`config.mk`:
```
export PLATFORM = sky130hd
export DESIGN_NAME = overwriting_byte_ring_buffer_core_flat
export DESIGN_NICKNAME = d
export VERILOG_FILES = /design/src/obrb_pkg.sv /design/src/obrb_in_if.sv /design/src/obrb_out_if.sv /design/src/obrb_dp.sv /design/src/obrb_ctrl.sv /design/src/overwriting_byte_ring_buffer_core.sv /design/src/flat_wrapper.sv
export SDC_FILE = /design/constraint.sdc
export NUM_CORES = 1
export LEC_CHECK = 0
export BUFFER_PORTS_ARGS = -buffer_cell sky130_fd_sc_hd__buf_2
export CAP_MARGIN = 20
export CORE_MARGIN = 5
export CORE_UTILIZATION = 56
export DETAILED_ROUTE_END_ITERATION = 8
export PLACE_DENSITY = 0.75
export SLEW_MARGIN = 20
export SYNTH_ARGS = -nofsm -noshare
export SYNTH_HDL_FRONTEND = slang
export SYNTH_HIERARCHICAL = 1
export SYNTH_SLANG_ARGS = --single-unit
```
`constraint.sdc`:
```
create_clock -name clk -period 3.3 [get_ports clk]
set_clock_uncertainty 0.2 [all_clocks]
set_input_delay 0.66 -clock clk [delete_from_list [all_inputs] [get_ports clk]]
set_output_delay 0.66 -clock clk [all_outputs]
set_load 0.1 [all_outputs]
```
`src/obrb_pkg.sv`:
```
// Package for the overwriting byte ring buffer.
// Holds the operation codes, the default depth, field widths and the
// controller/datapath command and status structs. No dependencies.
package obrb_pkg;

	// Default number of stored bytes
	localparam int unsigned DEPTH_DEFAULT = 64;

	// Fixed payload widths
	localparam int unsigned BYTE_W = 8;
	localparam int unsigned FILL_W = 7;

	// Operation carried by each request transaction
	typedef enum logic [1:0] {
		KIND_PUT   = 2'd0,
		KIND_GET   = 2'd1,
		KIND_PEEK  = 2'd2,
		KIND_FLUSH = 2'd3
	} obrb_kind_t;

	// Commands from controller to datapath
	typedef struct packed {
		logic put;       // store byte at head, advance pointers
		logic pop;       // advance tail, decrement fill count
		logic flush;     // zero pointers and fill count
		logic sweep;     // write zero at sweep address and advance it
		logic load_imm;  // load result register with zero byte and next count
		logic load_rd;   // load result register with registered memory data
	} obrb_cmd_t;

	// Status from datapath to controller
	typedef struct packed {
		logic empty;       // fill count is zero
		logic sweep_last;  // sweep address is at the final entry
	} obrb_stat_t;

endpackage

```
`src/obrb_in_if.sv`:
```
// Request channel of the overwriting byte ring buffer.
// Carries valid/ready and the operation payload; depends on nothing.
interface obrb_in_if;
	logic       valid;
	logic       ready;
	logic [1:0] kind;
	logic [7:0] data_byte;
	logic       clear_contents;

	modport source (output valid, output kind, output data_byte, output clear_contents,
		input ready);
	modport sink (input valid, input kind, input data_byte, input clear_contents,
		output ready);
endinterface

```
`src/obrb_out_if.sv`:
```
// Response channel of the overwriting byte ring buffer.
// Carries valid/ready, the read byte and the fill count; depends on nothing.
interface obrb_out_if;
	logic       valid;
	logic       ready;
	logic [7:0] read_byte;
	logic [6:0] fill_count;

	modport source (output valid, output read_byte, output fill_count, input ready);
	modport sink (input valid, input read_byte, input fill_count, output ready);
endinterface

```
`src/obrb_dp.sv`:
```
// Datapath of the overwriting byte ring buffer: byte memory, head/tail
// pointers, fill count, clearing sweep address and result register.
// Depends on obrb_pkg for the command and status structs.
module obrb_dp #(
	parameter int unsigned DEPTH = obrb_pkg::DEPTH_DEFAULT
) (
	input  logic                          clk,
	input  logic                          arst_n,
	input  obrb_pkg::obrb_cmd_t           cmd,
	output obrb_pkg::obrb_stat_t          stat,
	input  logic [obrb_pkg::BYTE_W-1:0]   data_byte,
	output logic [obrb_pkg::BYTE_W-1:0]   read_byte,
	output logic [obrb_pkg::FILL_W-1:0]   fill_count
);

	localparam int unsigned PTR_W = $clog2(DEPTH);
	localparam int unsigned OCC_W = $clog2(DEPTH + 1);
	localparam logic [PTR_W-1:0] PTR_LAST = PTR_W'(DEPTH - 1);
	localparam logic [OCC_W-1:0] OCC_FULL = OCC_W'(DEPTH);

	logic [obrb_pkg::BYTE_W-1:0] mem [DEPTH];
	logic [obrb_pkg::BYTE_W-1:0] rd_data_q;
	logic [PTR_W-1:0]            wp_q;
	logic [PTR_W-1:0]            rp_q;
	logic [PTR_W-1:0]            sweep_q;
	logic [OCC_W-1:0]            occ_q;
	logic [OCC_W-1:0]            occ_next;
	logic [PTR_W-1:0]            wp_inc;
	logic [PTR_W-1:0]            rp_inc;
	logic [PTR_W-1:0]            sweep_inc;
	logic                        mem_we;
	logic [PTR_W-1:0]            mem_waddr;
	logic [obrb_pkg::BYTE_W-1:0] mem_wdata;
	logic [OCC_W+obrb_pkg::FILL_W-1:0] occ_ext;
	logic [obrb_pkg::BYTE_W-1:0] res_byte_q;
	logic [obrb_pkg::FILL_W-1:0] res_fill_q;

	// Pointer increments with wrap at the last entry
	assign wp_inc    = (wp_q == PTR_LAST) ? '0 : wp_q + 1'b1;
	assign rp_inc    = (rp_q == PTR_LAST) ? '0 : rp_q + 1'b1;
	assign sweep_inc = (sweep_q == PTR_LAST) ? '0 : sweep_q + 1'b1;

	// Fill count after the current command
	always_comb begin
		occ_next = occ_q;
		if (cmd.flush) begin
			occ_next = '0;
		end else if (cmd.put && (occ_q != OCC_FULL)) begin
			occ_next = occ_q + 1'b1;
		end else if (cmd.pop) begin
			occ_next = occ_q - 1'b1;
		end
	end

	// Widen or truncate the count to the result field
	assign occ_ext = {{obrb_pkg::FILL_W{1'b0}}, occ_next};

	// Memory write port: sweep has the port to itself while it runs
	assign mem_we    = cmd.put || cmd.sweep;
	assign mem_waddr = cmd.sweep ? sweep_q : wp_q;
	assign mem_wdata = cmd.sweep ? '0 : data_byte;

	always_ff @(posedge clk) begin
		if (mem_we) begin
			mem[mem_waddr] <= mem_wdata;
		end
		rd_data_q <= mem[rp_q];
	end

	// Pointers, fill count and sweep address
	always_ff @(posedge clk or negedge arst_n) begin
		if (!arst_n) begin
			wp_q    <= '0;
			rp_q    <= '0;
			occ_q   <= '0;
			sweep_q <= '0;
		end else begin
			occ_q <= occ_next;
			if (cmd.flush) begin
				wp_q <= '0;
				rp_q <= '0;
			end else if (cmd.put) begin
				wp_q <= wp_inc;
				if (occ_q == OCC_FULL) begin
					rp_q <= rp_inc;
				end
			end else if (cmd.pop) begin
				rp_q <= rp_inc;
			end
			if (cmd.sweep) begin
				sweep_q <= sweep_inc;
			end
		end
	end

	// Result register
	always_ff @(posedge clk) begin
		if (cmd.load_imm) begin
			res_byte_q <= '0;
			res_fill_q <= occ_ext[obrb_pkg::FILL_W-1:0];
		end else if (cmd.load_rd) begin
			res_byte_q <= rd_data_q;
			res_fill_q <= occ_ext[obrb_pkg::FILL_W-1:0];
		end
	end

	assign read_byte       = res_byte_q;
	assign fill_count      = res_fill_q;
	assign stat.empty      = (occ_q == '0);
	assign stat.sweep_last = (sweep_q == PTR_LAST);

endmodule

```
`src/obrb_ctrl.sv`:
```
// Controller of the overwriting byte ring buffer: sequences each operation,
// runs the clearing sweep and owns the handshakes. Depends on obrb_pkg.
module obrb_ctrl (
	input  logic                 clk,
	input  logic                 arst_n,
	input  logic                 req_valid,
	output logic                 req_ready,
	input  logic [1:0]           req_kind,
	input  logic                 req_clear,
	output logic                 rsp_valid,
	input  logic                 rsp_ready,
	output obrb_pkg::obrb_cmd_t  cmd,
	input  obrb_pkg::obrb_stat_t stat
);

	typedef enum logic [1:0] {
		ST_CLR_RST,
		ST_IDLE,
		ST_READ,
		ST_CLR_FLUSH
	} state_t;

	state_t              state_q;
	logic                rsp_valid_q;
	logic                accept;
	obrb_pkg::obrb_kind_t kind;

	assign kind      = obrb_pkg::obrb_kind_t'(req_kind);
	assign req_ready = (state_q == ST_IDLE) && (!rsp_valid_q || rsp_ready);
	assign accept    = req_valid && req_ready;
	assign rsp_valid = rsp_valid_q;

	// Decode accepted operations, sweep and READ states into datapath commands
	always_comb begin
		cmd = '0;
		if (accept) begin
			unique case (kind)
				obrb_pkg::KIND_PUT: begin
					cmd.put      = 1'b1;
					cmd.load_imm = 1'b1;
				end
				obrb_pkg::KIND_GET: begin
					cmd.pop      = !stat.empty;
					cmd.load_imm = stat.empty;
				end
				obrb_pkg::KIND_PEEK: begin
					cmd.load_imm = 1'b0;
				end
				obrb_pkg::KIND_FLUSH: begin
					cmd.flush    = 1'b1;
					cmd.load_imm = !req_clear;
				end
				default: begin
					cmd.load_imm = 1'b0;
				end
			endcase
		end
		if ((state_q == ST_CLR_RST) || (state_q == ST_CLR_FLUSH)) begin
			cmd.sweep = 1'b1;
		end
		if ((state_q == ST_CLR_FLUSH) && stat.sweep_last) begin
			cmd.load_imm = 1'b1;
		end
		if (state_q == ST_READ) begin
			cmd.load_rd = 1'b1;
		end
	end

	// State and response valid
	always_ff @(posedge clk or negedge arst_n) begin
		if (!arst_n) begin
			state_q     <= ST_CLR_RST;
			rsp_valid_q <= 1'b0;
		end else begin
			if (cmd.load_imm || cmd.load_rd) begin
				rsp_valid_q <= 1'b1;
			end else if (rsp_ready) begin
				rsp_valid_q <= 1'b0;
			end
			unique case (state_q)
				ST_CLR_RST: begin
					if (stat.sweep_last) begin
						state_q <= ST_IDLE;
					end
				end
				ST_IDLE: begin
					if (accept) begin
						if (((kind == obrb_pkg::KIND_GET) && !stat.empty) ||
							(kind == obrb_pkg::KIND_PEEK)) begin
							state_q <= ST_READ;
						end else if ((kind == obrb_pkg::KIND_FLUSH) && req_clear) begin
							state_q <= ST_CLR_FLUSH;
						end
					end
				end
				ST_READ: begin
					state_q <= ST_IDLE;
				end
				ST_CLR_FLUSH: begin
					if (stat.sweep_last) begin
						state_q <= ST_IDLE;
					end
				end
				default: begin
					state_q <= ST_IDLE;
				end
			endcase
		end
	end

endmodule

```
`src/overwriting_byte_ring_buffer_core.sv`:
```
// Byte ring buffer that overwrites the oldest byte when full.
//
// Channels: req carries one operation per transaction (kind: put, get, peek,
// flush; data_byte for put; clear_contents for flush). rsp returns one
// transaction per request with read_byte and the fill count after it.
// Both use valid/ready; a transaction moves when both are high.
//
// Throughput: put, get on an empty buffer and flush without clear respond in
// the next cycle, one such request per cycle while rsp.ready is high. Get and
// peek pass through the READ state as the byte memory has a registered read
// port. Flush with clear zeroes each entry through the single write port.
//
// Reset: pointers and fill count clear at once; the memory is then swept to
// zero, one entry per cycle, while req.ready stays low.
//
// Stall: the result register holds a finished response while rsp.ready is
// low; a new request is taken in the cycle that the waiting response leaves.
// Depends on obrb_pkg, obrb_in_if, obrb_out_if, obrb_ctrl and obrb_dp.
module overwriting_byte_ring_buffer_core #(
	parameter int unsigned DEPTH = obrb_pkg::DEPTH_DEFAULT
) (
	input logic          clk,
	input logic          arst_n,
	obrb_in_if.sink      req,
	obrb_out_if.source   rsp
);

	obrb_pkg::obrb_cmd_t  cmd;
	obrb_pkg::obrb_stat_t stat;

	// Sequencing and handshakes
	obrb_ctrl u_ctrl (
		.clk       (clk),
		.arst_n    (arst_n),
		.req_valid (req.valid),
		.req_ready (req.ready),
		.req_kind  (req.kind),
		.req_clear (req.clear_contents),
		.rsp_valid (rsp.valid),
		.rsp_ready (rsp.ready),
		.cmd       (cmd),
		.stat      (stat)
	);

	// Storage, pointers and result register
	obrb_dp #(
		.DEPTH (DEPTH)
	) u_dp (
		.clk        (clk),
		.arst_n     (arst_n),
		.cmd        (cmd),
		.stat       (stat),
		.data_byte  (req.data_byte),
		.read_byte  (rsp.read_byte),
		.fill_count (rsp.fill_count)
	);

endmodule

```
`src/flat_wrapper.sv`:
```
// flat-port wrapper written by rule: the top's interface ports become plain ports
module overwriting_byte_ring_buffer_core_flat 
#(
	parameter int unsigned DEPTH = obrb_pkg::DEPTH_DEFAULT
)
  (clk, arst_n, req_valid, req_kind, req_data_byte, req_clear_contents, req_ready, rsp_valid, rsp_read_byte, rsp_fill_count, rsp_ready);
  obrb_in_if req_i ();
  obrb_out_if rsp_i ();
  input logic clk;
  input logic arst_n;
  input wire logic [$bits(req_i.valid)-1:0] req_valid;
  input wire logic [$bits(req_i.kind)-1:0] req_kind;
  input wire logic [$bits(req_i.data_byte)-1:0] req_data_byte;
  input wire logic [$bits(req_i.clear_contents)-1:0] req_clear_contents;
  output wire logic [$bits(req_i.ready)-1:0] req_ready;
  output wire logic [$bits(rsp_i.valid)-1:0] rsp_valid;
  output wire logic [$bits(rsp_i.read_byte)-1:0] rsp_read_byte;
  output wire logic [$bits(rsp_i.fill_count)-1:0] rsp_fill_count;
  input wire logic [$bits(rsp_i.ready)-1:0] rsp_ready;
  assign req_i.valid = req_valid;
  assign req_i.kind = req_kind;
  assign req_i.data_byte = req_data_byte;
  assign req_i.clear_contents = req_clear_contents;
  assign req_ready = req_i.ready;
  assign rsp_valid = rsp_i.valid;
  assign rsp_read_byte = rsp_i.read_byte;
  assign rsp_fill_count = rsp_i.fill_count;
  assign rsp_i.ready = rsp_ready;
  overwriting_byte_ring_buffer_core #(.DEPTH(DEPTH)) u_core (.clk(clk), .arst_n(arst_n), .req(req_i), .rsp(rsp_i));
endmodule
```
==> summary.txt, run 1 <==
STA
  – Transition time of the tightest slew-check pin: 1.11 ns
  – Final hold violation count: 0
  – Shortest clock period the worst path allows after layout: 3.15 ns
  – Number of slew-limit violations in the final report: 0
  – Slew HR: 26.2%
  – Setup repair after global routing missed its margin: false
  – Peak clock frequency supported by timing: 318 MHz
  – Final setup violation count: 0
  – Post-route clock period utilization: 95.4%
  – Worst setup margin: 0.151 ns

Layout
  – Fraction of layout cells with a size suffix above 1: 25.8%
  – Fillcell total: 2592
  – Inserted Diodes: 0
  – Core utilization of the finished layout: 65.2%
  – Post-route standard cell area excluding fillers: 0.0259 mm2
  – Count of non-filler cells in the finished layout: 1943
  – Synth-to-layout area growth: 14.9%
  – Net total in the final layout: 1400
  – Register cell area after layout: 0.0166 mm2
  – Multi-input gate area in the final layout: 0.00562 mm2

Placement
  – Setup WS pre-CTS: 0.0654 ns
  – Detailed-placement wirelength estimate: 32300 um
  – Number of placed instances, taps included: 1844
  – Area post-placement: 0.0241 mm2
  – Final weighted congestion in routability-driven placement: 0.860
  – Port Buffer Count: 31

Floorplan
  – Width of the chip: 211 um
  – Die height: 211 um
  – Starting density of the core: 56.7%
  – Full die area: 0.0444 mm2
  – Site row count: 73
  – Floorplan Core Area: 0.0397 mm2
  – Num ports: 32

Synth
  – Most used DFF post-synth: sky130_fd_sc_hd__edfxtp_1
  – Unique masters post-synth: 58
  – Number of enable-type register cells in the synthesized netlist: 519
  – Total of flip-flops plus latches after synthesis: 563
  – Cell count after synthesis: 1235
  – Netlist Area Pre-Place: 0.0225 mm2
  – Synthesis warning total: 6
  – Area share of the largest cell type after synthesis: 69.2%
  – Proportion of synthesized flip-flops having asynchronous set or reset: 4.97%
  – Post-synthesis sequential area ratio: 73.7%
  – Cell type with the largest total area after synthesis: sky130_fd_sc_hd__edfxtp_1
  – Dominant cells by area after synthesis: sky130_fd_sc_hd__edfxtp_1 69%, sky130_fd_sc_hd__mux4_2 10%, sky130_fd_sc_hd__dfrtp_1 3.1%
  – Mean cell area of the mapped netlist: 18.2 um2
  – Number of nets in the synthesized netlist: 1260

Clock network
  – TritonCTS clock tree: done
  – Number of sinks on the clock net: 563
  – Root buf cell: sky130_fd_sc_hd__clkbuf_16
  – Max H-tree Level: 2
  – Setup fix buffers added after clock tree synthesis: 0
  – Number of buffers on the longest clock path: 3
  – Clock edge transition at the registers on the reported setup and hold paths: 0.06 ns
  – Number of clock buffers inserted by TritonCTS: 53
  – Clk Latency, worst-skew pair: 0.59 ns

Pwr
  – Total power density per cell area: 845 mW/mm2
  – Power after layout: 0.0219 W
  – Leakage power total: 8.57 nW
  – VDD IR-drop max: 0.573 mV

Route
  – Routed Antenna Nets: 0
  – Vias per cell: 6.30
  – Total routed wirelength: 51500 um
  – Pre-Repair DR Iteration Count: 5
  – Drt wl/cell: 26.5 um
  – Remaining DRCs: 0
  – DRC marker count from the first detailed-route iteration: 1524
  – Via count: 12200

Setup path
  – Critical Path Max Stage Delay: 0.60 ns
  – Data required, critical path: 3.40 ns
  – Setup crit end kind: flop
  – Critical path launch point type: flop
  – Slowest cell on the critical path: sky130_fd_sc_hd__ha_2
  – Setup CP Type: reg -> reg
  – Most repeated library cell on the critical path: sky130_fd_sc_hd__buf_4
  – Data arrival, critical path: 3.25 ns
  – Highest net fanout along the worst path: 27
  – Crit path cell chain: inv_1 > ha_2 > buf_4 > nand3_1 > o21ai_0 > nand2_1 > nor2_1 > buf_4

Min path
  – Path category of the worst min-delay check: reg -> reg

GRT
  – Maximum number of pins on one net before global-route repair: 65
  – Antenna violations before repair: 0
  – Vias in the first global route: 12200
  – Overflow left after global routing: 0
  – GRT Resource Usage Total: 23.4%
  – First-pass GRT wire length: 77600 um

Job
  – Max-cap violation count: 0

Status
  – Status: finished, final reports clean
[area by class of cell]
type / count / share of cell area, %
multi-input combinational: 598 / 21.7
inverter: 9 / 0.130
clock inverter: 39 / 1.48
timing repair buffer: 150 / 4.64
clock buffer: 59 / 5.37
tap: 525 / 2.54
sequential: 563 / 64.2
[Yosys cell counts (2+ instances only)]
library cell,instances
sky130_fd_sc_hd__a31oi_1,3
sky130_fd_sc_hd__o22ai_1,7
sky130_fd_sc_hd__a2111oi_2,2
sky130_fd_sc_hd__nand3_1,14
sky130_fd_sc_hd__a211oi_1,9
sky130_fd_sc_hd__ha_1,10
sky130_fd_sc_hd__clkbuf_1,28
sky130_fd_sc_hd__or2_2,2
sky130_fd_sc_hd__a22o_1,10
sky130_fd_sc_hd__edfxtp_1,519
sky130_fd_sc_hd__o21a_1,3
sky130_fd_sc_hd__nor2b_1,24
sky130_fd_sc_hd__o211ai_1,6
sky130_fd_sc_hd__nor3_1,4
sky130_fd_sc_hd__a22oi_1,20
sky130_fd_sc_hd__mux4_2,104
sky130_fd_sc_hd__nand2_1,56
sky130_fd_sc_hd__nand2b_1,16
sky130_fd_sc_hd__a32o_1,3
sky130_fd_sc_hd__o41ai_1,3
sky130_fd_sc_hd__dfrtp_1,28
sky130_fd_sc_hd__mux2_2,7
sky130_fd_sc_hd__o21ai_0,35
sky130_fd_sc_hd__buf_6,8
sky130_fd_sc_hd__and3_1,5
sky130_fd_sc_hd__and2_1,6
sky130_fd_sc_hd__inv_1,9
sky130_fd_sc_hd__a211o_1,5
sky130_fd_sc_hd__mux2i_1,64
sky130_fd_sc_hd__nand4_1,6
sky130_fd_sc_hd__buf_1,9
sky130_fd_sc_hd__a221oi_1,13
sky130_fd_sc_hd__xor2_1,5
sky130_fd_sc_hd__xnor2_1,8
sky130_fd_sc_hd__buf_4,6
sky130_fd_sc_hd__buf_2,14
sky130_fd_sc_hd__dfxtp_1,16
sky130_fd_sc_hd__o31ai_1,7
sky130_fd_sc_hd__nand3b_1,3
sky130_fd_sc_hd__nor2_1,102
sky130_fd_sc_hd__a21oi_1,19
[cells by family after synthesis]
family                     Yosys count  share of synthesized area [%]
muxes                              175                           13.6
xor gates and xnor gates            13                          0.505
buffers and inverters               74                           1.68
AOI/OAI and AO/OA                  153                           4.79
DFF                                563                           73.7
adders and majority gates           10                          0.555
and+or+nand+nor                    247                           5.20
[critical path: cells and delay by family (launching register included)]
kind / cells / cell delay [ns]
AOI/OAI and AO/OA: 1 / 0.16
adders and majority gates: 1 / 0.60
buffers and inverters: 3 / 0.69
DFF: 1 / 0.40
and+or+nand+nor: 3 / 0.79
[placed cells by master, fill, tap and decap left out, types with 7 or more instances in the layout]
master	netlist	final
sky130_fd_sc_hd__o22ai_1	7	7
sky130_fd_sc_hd__mux2_2	7	7
sky130_fd_sc_hd__nor2b_4	0	8
sky130_fd_sc_hd__nand2_1	56	55
sky130_fd_sc_hd__a22o_1	10	10
sky130_fd_sc_hd__mux4_2	104	104
sky130_fd_sc_hd__dfrtp_1	28	24
sky130_fd_sc_hd__clkinv_1	0	14
sky130_fd_sc_hd__buf_2	14	31
sky130_fd_sc_hd__ha_1	10	9
sky130_fd_sc_hd__a22oi_1	20	20
sky130_fd_sc_hd__dfxtp_1	16	16
sky130_fd_sc_hd__nand2b_1	16	16
sky130_fd_sc_hd__o21ai_0	35	35
sky130_fd_sc_hd__clkbuf_16	0	55
sky130_fd_sc_hd__a21oi_1	19	19
sky130_fd_sc_hd__nor2_1	102	102
sky130_fd_sc_hd__a211oi_1	9	9
sky130_fd_sc_hd__nor2b_1	24	16
sky130_fd_sc_hd__buf_4	6	106
sky130_fd_sc_hd__a221oi_1	13	13
sky130_fd_sc_hd__o31ai_1	7	7
sky130_fd_sc_hd__nand3_1	14	14
sky130_fd_sc_hd__mux2i_1	64	64
sky130_fd_sc_hd__clkinv_2	0	8
sky130_fd_sc_hd__buf_12	0	12
sky130_fd_sc_hd__xnor2_1	8	8
sky130_fd_sc_hd__bufinv_16	0	7
sky130_fd_sc_hd__edfxtp_1	519	519
sky130_fd_sc_hd__inv_1	9	9
[state kept, by name, summed over array words and instances (netlist names)]
signal / flops
u_core/u_dp/mem: 512
u_core/u_dp/rp_q: 6
u_core/u_dp/rd_data_q: 8
u_core/u_dp/occ_q: 7
u_core/u_dp/fill_count: 7
u_core/u_dp/sweep_q: 6
u_core/u_dp/wp_q: 6
u_core/u_ctrl/rsp_valid: 1
u_core/u_ctrl/state_q: 2
u_core/u_dp/read_byte: 8
[metal layers]
layer	track usage, %	part of all wire [%]
met1	33.9	39
met4	8.07	3.4
met3	3.65	9.8
met5	0	0
met2	37.2	48
[worst paths after layout]
| kind | start | endpoint | slack (ns) | cells past startpoint |
|---|---|---|---|---|
| worst max-delay path | u_core/u_ctrl/state_q[0]$_DFFE_PN0P_ | u_core/u_dp/mem[61][4]$_DFFE_PP_ | 0.15 | 8 |
| worst max register to register | u_core/u_ctrl/state_q[0]$_DFFE_PN0P_ | u_core/u_dp/mem[61][4]$_DFFE_PP_ | 0.15 | 8 |
| worst min-delay path | u_core/u_dp/read_byte[4]$_SDFFE_PP0P_ | u_core/u_dp/read_byte[4]$_SDFFE_PP0P_ | 0.29 | 2 |
| min in group asynchronous | arst_n | u_core/u_dp/occ_q[0]$_DFF_PN0_ | 0.45 | 2 |
| worst min register to register | u_core/u_dp/read_byte[4]$_SDFFE_PP0P_ | u_core/u_dp/read_byte[4]$_SDFFE_PP0P_ | 0.29 | 2 |
| max in group asynchronous | arst_n | u_core/u_dp/rp_q[0]$_DFFE_PN0P_ | 1.95 | 2 |
[stage by stage]
| stage | TNS [ns] | hold slack [ns] |
|---|---|---|
| floorplan | -170.12 | 0.164 |
| global placement | 0 | 0.251 |
| detailed placement | 0 | 0.280 |
| CTS | 0 | 0.273 |
| global route | 0 | 0.299 |
| finish | 0 | 0.291 |
[where the power goes]
group | internal, W | leakage, nW | switching (W)
clock network | 0.00358 | 0.853 | 0.00258
logic | 0.00231 | 2.49 | 0.00385
registers | 0.00908 | 5.23 | 0.000485
[timing repair]
| action | CTS | global route |
|---|---|---|
| resized for setup | 0 | 1 |
| endpoints found under the hold margin | 28 | 0 |
| hold buffers | 1 | 0 |
| setup endpoints to repair | 0 | 24 |
Note: power is estimated with default switching activity, not from simulation.
==> run 2: changes to the inputs <==
CORE_ASPECT_RATIO = 0.75   (was not set)
==> run 2 against run 1 <==
Register-to-register slack improved by 0.15 ns. Combinational power rose by 0.6%. Core utilization fell by 0.20 points. Flip-flop and latch count did not move. Total power fell by 1.2%. Non-clock buffer count fell by 3. Via count rose by 0.26%. Cell count fell by 0.51%. Fmax rose by 5.2%. Largest cell class unchanged.
==> summary.txt, run 2 (synthesized netlist as in run 1, its figures left out) <==
Min path
  – Instance count along the most critical hold path: 2 (unchanged)
  – Endpoint of the worst hold path: u_core/u_dp/read_byte[1]$_SDFFE_PP0P_ (was u_core/u_dp/read_byte[4]$_SDFFE_PP0P_)
  – Path category of the worst min-delay check: reg -> reg (unchanged)
  – Hold Path Origin: u_core/u_dp/rd_data_q[1]$_DFF_P_ (was u_core/u_dp/read_byte[4]$_SDFFE_PP0P_)

STA
  – Total negative setup slack: 0 ns (unchanged)
  – Setup repair after global routing missed its margin: false (unchanged)
  – Shortest clock period the worst path allows after layout: 2.99 ns (was 3.15 ns)
  – Slew HR: 47.1% (was 26.2%)
  – Final setup violation count: 0 (unchanged)
  – Hold_ws: 0.269 ns (was 0.291 ns)
  – Number of slew-limit violations in the final report: 0 (unchanged)
  – Final hold violation count: 0 (unchanged)
  – Transition time of the tightest slew-check pin: 0.793 ns (was 1.11 ns)
  – Peak clock frequency supported by timing: 334 MHz (was 318 MHz)
  – Post-route clock period utilization: 90.7% (was 95.4%)

Route
  – Pre-Repair DR Iteration Count: 5 (unchanged)
  – Via count: 12300 (was 12200)
  – Drt wl/cell: 27.1 um (was 26.5 um)
  – Total routed wirelength: 52400 um (was 51500 um)
  – Routed Antenna Nets: 0 (unchanged)
  – DRC marker count from the first detailed-route iteration: 1578 (was 1524)
  – Vias per cell: 6.35 (was 6.30)
  – Remaining DRCs: 0 (unchanged)

Setup path
  – Highest net fanout along the worst path: 6 (was 27)
  – Data arrival, critical path: 3.12 ns (was 3.25 ns)
  – Setup crit end kind: flop (unchanged)
  – Reg2Reg Setup Slack: 0.31 ns (was 0.15 ns)
  – Crit path cell chain: inv_1 > ha_1 > nand2_1 > nor2_1 > nor3b_2 > nor2b_1 > nand2b_1 > or4b_2 > o22ai_1 > xnor2_1 > nor2_1 (was inv_1 > ha_2 > buf_4 > nand3_1 > o21ai_0 > nand2_1 > nor2_1 > buf_4)
  – Setup CP Type: reg -> reg (unchanged)
  – Most repeated library cell on the critical path: sky130_fd_sc_hd__nor2_1 (was sky130_fd_sc_hd__buf_4)
  – Worst reg-to-reg path cell count: 11 (was 8)
  – Combined buffer and inverter count along the critical path: 1 (was 3)
  – Worst R2R End: u_core/u_dp/fill_count[5]$_DFFE_PP_ (was u_core/u_dp/mem[61][4]$_DFFE_PP_)
  – Reg-to-reg critical path startpoint: u_core/u_dp/occ_q[1]$_DFF_PN0_ (was u_core/u_ctrl/state_q[0]$_DFFE_PN0P_)
  – Critical path launch point type: flop (unchanged)
  – Critical Path Max Stage Delay: 0.63 ns (was 0.60 ns)
  – Data required, critical path: 3.42 ns (was 3.40 ns)
  – Slowest cell on the critical path: sky130_fd_sc_hd__or4b_2 (was sky130_fd_sc_hd__ha_2)
  – Cell class contributing the biggest share of worst-path delay: simple AND/OR/NAND/NOR gates (unchanged)

Layout
  – Largest register by flop count: u_core/u_dp/mem (unchanged)
  – Core utilization of the finished layout: 65.0% (was 65.2%)
  – Highest-count cells in the layout ignoring fill and taps: 519 x sky130_fd_sc_hd__edfxtp_1, 104 x sky130_fd_sc_hd__mux4_2, 102 x sky130_fd_sc_hd__nor2_1 (was 519 x sky130_fd_sc_hd__edfxtp_1, 106 x sky130_fd_sc_hd__buf_4, 104 x sky130_fd_sc_hd__mux4_2)
  – Count of non-filler cells in the finished layout: 1933 (was 1943)
  – Inserted Diodes: 0 (unchanged)
  – Commonest non-fill, non-tap cell in the layout: sky130_fd_sc_hd__edfxtp_1 (unchanged)
  – Number of flip-flops under the largest register name: 512 (unchanged)
  – Fraction of layout cells with a size suffix above 1: 25.1% (was 25.8%)
  – Synth-to-layout area growth: 14.3% (was 14.9%)
  – Post-route standard cell area excluding fillers: 0.0258 mm2 (was 0.0259 mm2)
  – Net total in the final layout: 1395 (was 1400)

GRT
  – GRT met1 Usage: 35.5% (was 33.9%)
  – Vias in the first global route: 12300 (was 12200)
  – GR peak layer: met2 (unchanged)
  – Maximum number of pins on one net before global-route repair: 65 (unchanged)
  – Met2 Resource Use GR: 35.8% (was 37.2%)
  – GRT Resource Usage Total: 23.6% (was 23.4%)
  – First-pass GRT wire length: 79000 um (was 77600 um)
  – Antenna violations before repair: 1 (was 0)
  – Fraction of met3 tracks used by global routing: 6.51% (was 3.65%)
  – Overflow left after global routing: 0 (unchanged)

Floorplan
  – Starting density of the core: 56.8% (was 56.7%)
  – Num ports: 32 (unchanged)
  – Full die area: 0.0444 mm2 (about the same)
  – Floorplan Core Area: 0.0396 mm2 (was 0.0397 mm2)
  – Die height: 184 um (was 211 um)
  – Width of the chip: 242 um (was 211 um)
  – Site row count: 63 (was 73)

Pwr
  – VDD IR-drop max: 0.698 mV (was 0.573 mV)
  – Leakage power total: 8.51 nW (was 8.57 nW)
  – Total power density per cell area: 839 mW/mm2 (was 845 mW/mm2)

Job
  – Max-cap violation count: 0 (unchanged)

Clock network
  – Root buf cell: sky130_fd_sc_hd__clkbuf_16 (unchanged)
  – Max H-tree Level: 2 (unchanged)
  – Number of clock buffers inserted by TritonCTS: 51 (was 53)
  – Clock edge transition at the registers on the reported setup and hold paths: 0.06 ns (about the same)
  – TritonCTS clock tree: done (unchanged)
  – Number of sinks on the clock net: 563 (unchanged)
  – Number of buffers on the longest clock path: 3 (unchanged)
  – Setup fix buffers added after clock tree synthesis: 0 (unchanged)
  – Clk Latency, worst-skew pair: 0.58 ns (was 0.59 ns)

Placement
  – Port Buffer Count: 31 (unchanged)
  – Number of placed instances, taps included: 1836 (was 1844)
  – Area post-placement: 0.0241 mm2 (about the same)
  – Final weighted congestion in routability-driven placement: 0.861 (was 0.860)
  – Detailed-placement wirelength estimate: 32000 um (was 32300 um)

Status
  – Status: finished, final reports clean (unchanged)
==> run 2: cell count changes in the layout (fill, tap and decap cells not counted), sizes merged <==
cell,previous run,this run
bufinv,7,5
inv,11,12
buf,149,146
clkbuf,59,69
clkinv,24,17
clkinvlp,6,2
==> run 2: report_power, final <==
group          switching (W)  leakage [nW]  total, W  internal, W
clock                0.00253         0.801   0.00587      0.00334
sequential          0.000469          5.23   0.00955      0.00909
combinational        0.00387          2.48   0.00620      0.00233
total                0.00687          8.51    0.0216       0.0148
==> run 2: per-stage QoR <==
stage,power [W],worst slack [ns]
floorplan,0.0137,-0.337
global placement,0.0157,0.291
detailed placement,0.0159,0.247
CTS,0.0217,0.317
global route,0.0225,0.114
finish,0.0216,0.306
==> run 2: final cells by class <==
cell class	count	area, um2
Clock buffer	69	1380
Clock inverter	27	264
Fill cell	2640	13900
Inverter	9	33.8
Multi-Input combinational cell	598	5610
Sequential cell	563	16600
Tap cell	520	651
Timing Repair Buffer	147	1200
==> run 2: tightest hold or removal path, stage by stage (launching register included) <==
cell and delay (ns):
sky130_fd_sc_hd__dfxtp_1 0.30, sky130_fd_sc_hd__mux2i_1 0.06, sky130_fd_sc_hd__nor2_1 0.07
==> run 2: how the worst max path moves through the flow <==
stage	startpoint	end	slack, ns	depth (start not counted)
3_5_place_dp	rsp_ready	u_core/u_dp/mem[19][0]$_DFFE_PP_	0.25	11
4_1_cts	u_core/u_dp/occ_q[1]$_DFF_PN0_	u_core/u_dp/fill_count[5]$_DFFE_PP_	0.32	11
3_3_place_gp	rsp_ready	u_core/u_dp/mem[11][4]$_DFFE_PP_	0.29	11
5_1_grt	u_core/u_dp/occ_q[1]$_DFF_PN0_	u_core/u_dp/fill_count[5]$_DFFE_PP_	0.11	11
2_1_floorplan	u_core/u_ctrl/state_q[0]$_DFFE_PN0P_	u_core/u_dp/mem[0][3]$_DFFE_PP_	-0.34	6
6_report	u_core/u_dp/occ_q[1]$_DFF_PN0_	u_core/u_dp/fill_count[5]$_DFFE_PP_	0.31	11
==> run 2: layer usage <==
layer / share of wire, % / up-vias
met5: 0.023 / -
met4: 1.6 / 2
met3: 11 / 72
met2: 46 / 693
met1: 41 / 6292
li1: - / 5217
==> run 2: what timing repair did <==
item,4_1_cts,5_1_grt
hold buffers,1,0
gates resized for setup,0,0
endpoints found under the setup margin,0,0
hold endpoints to repair,28,0
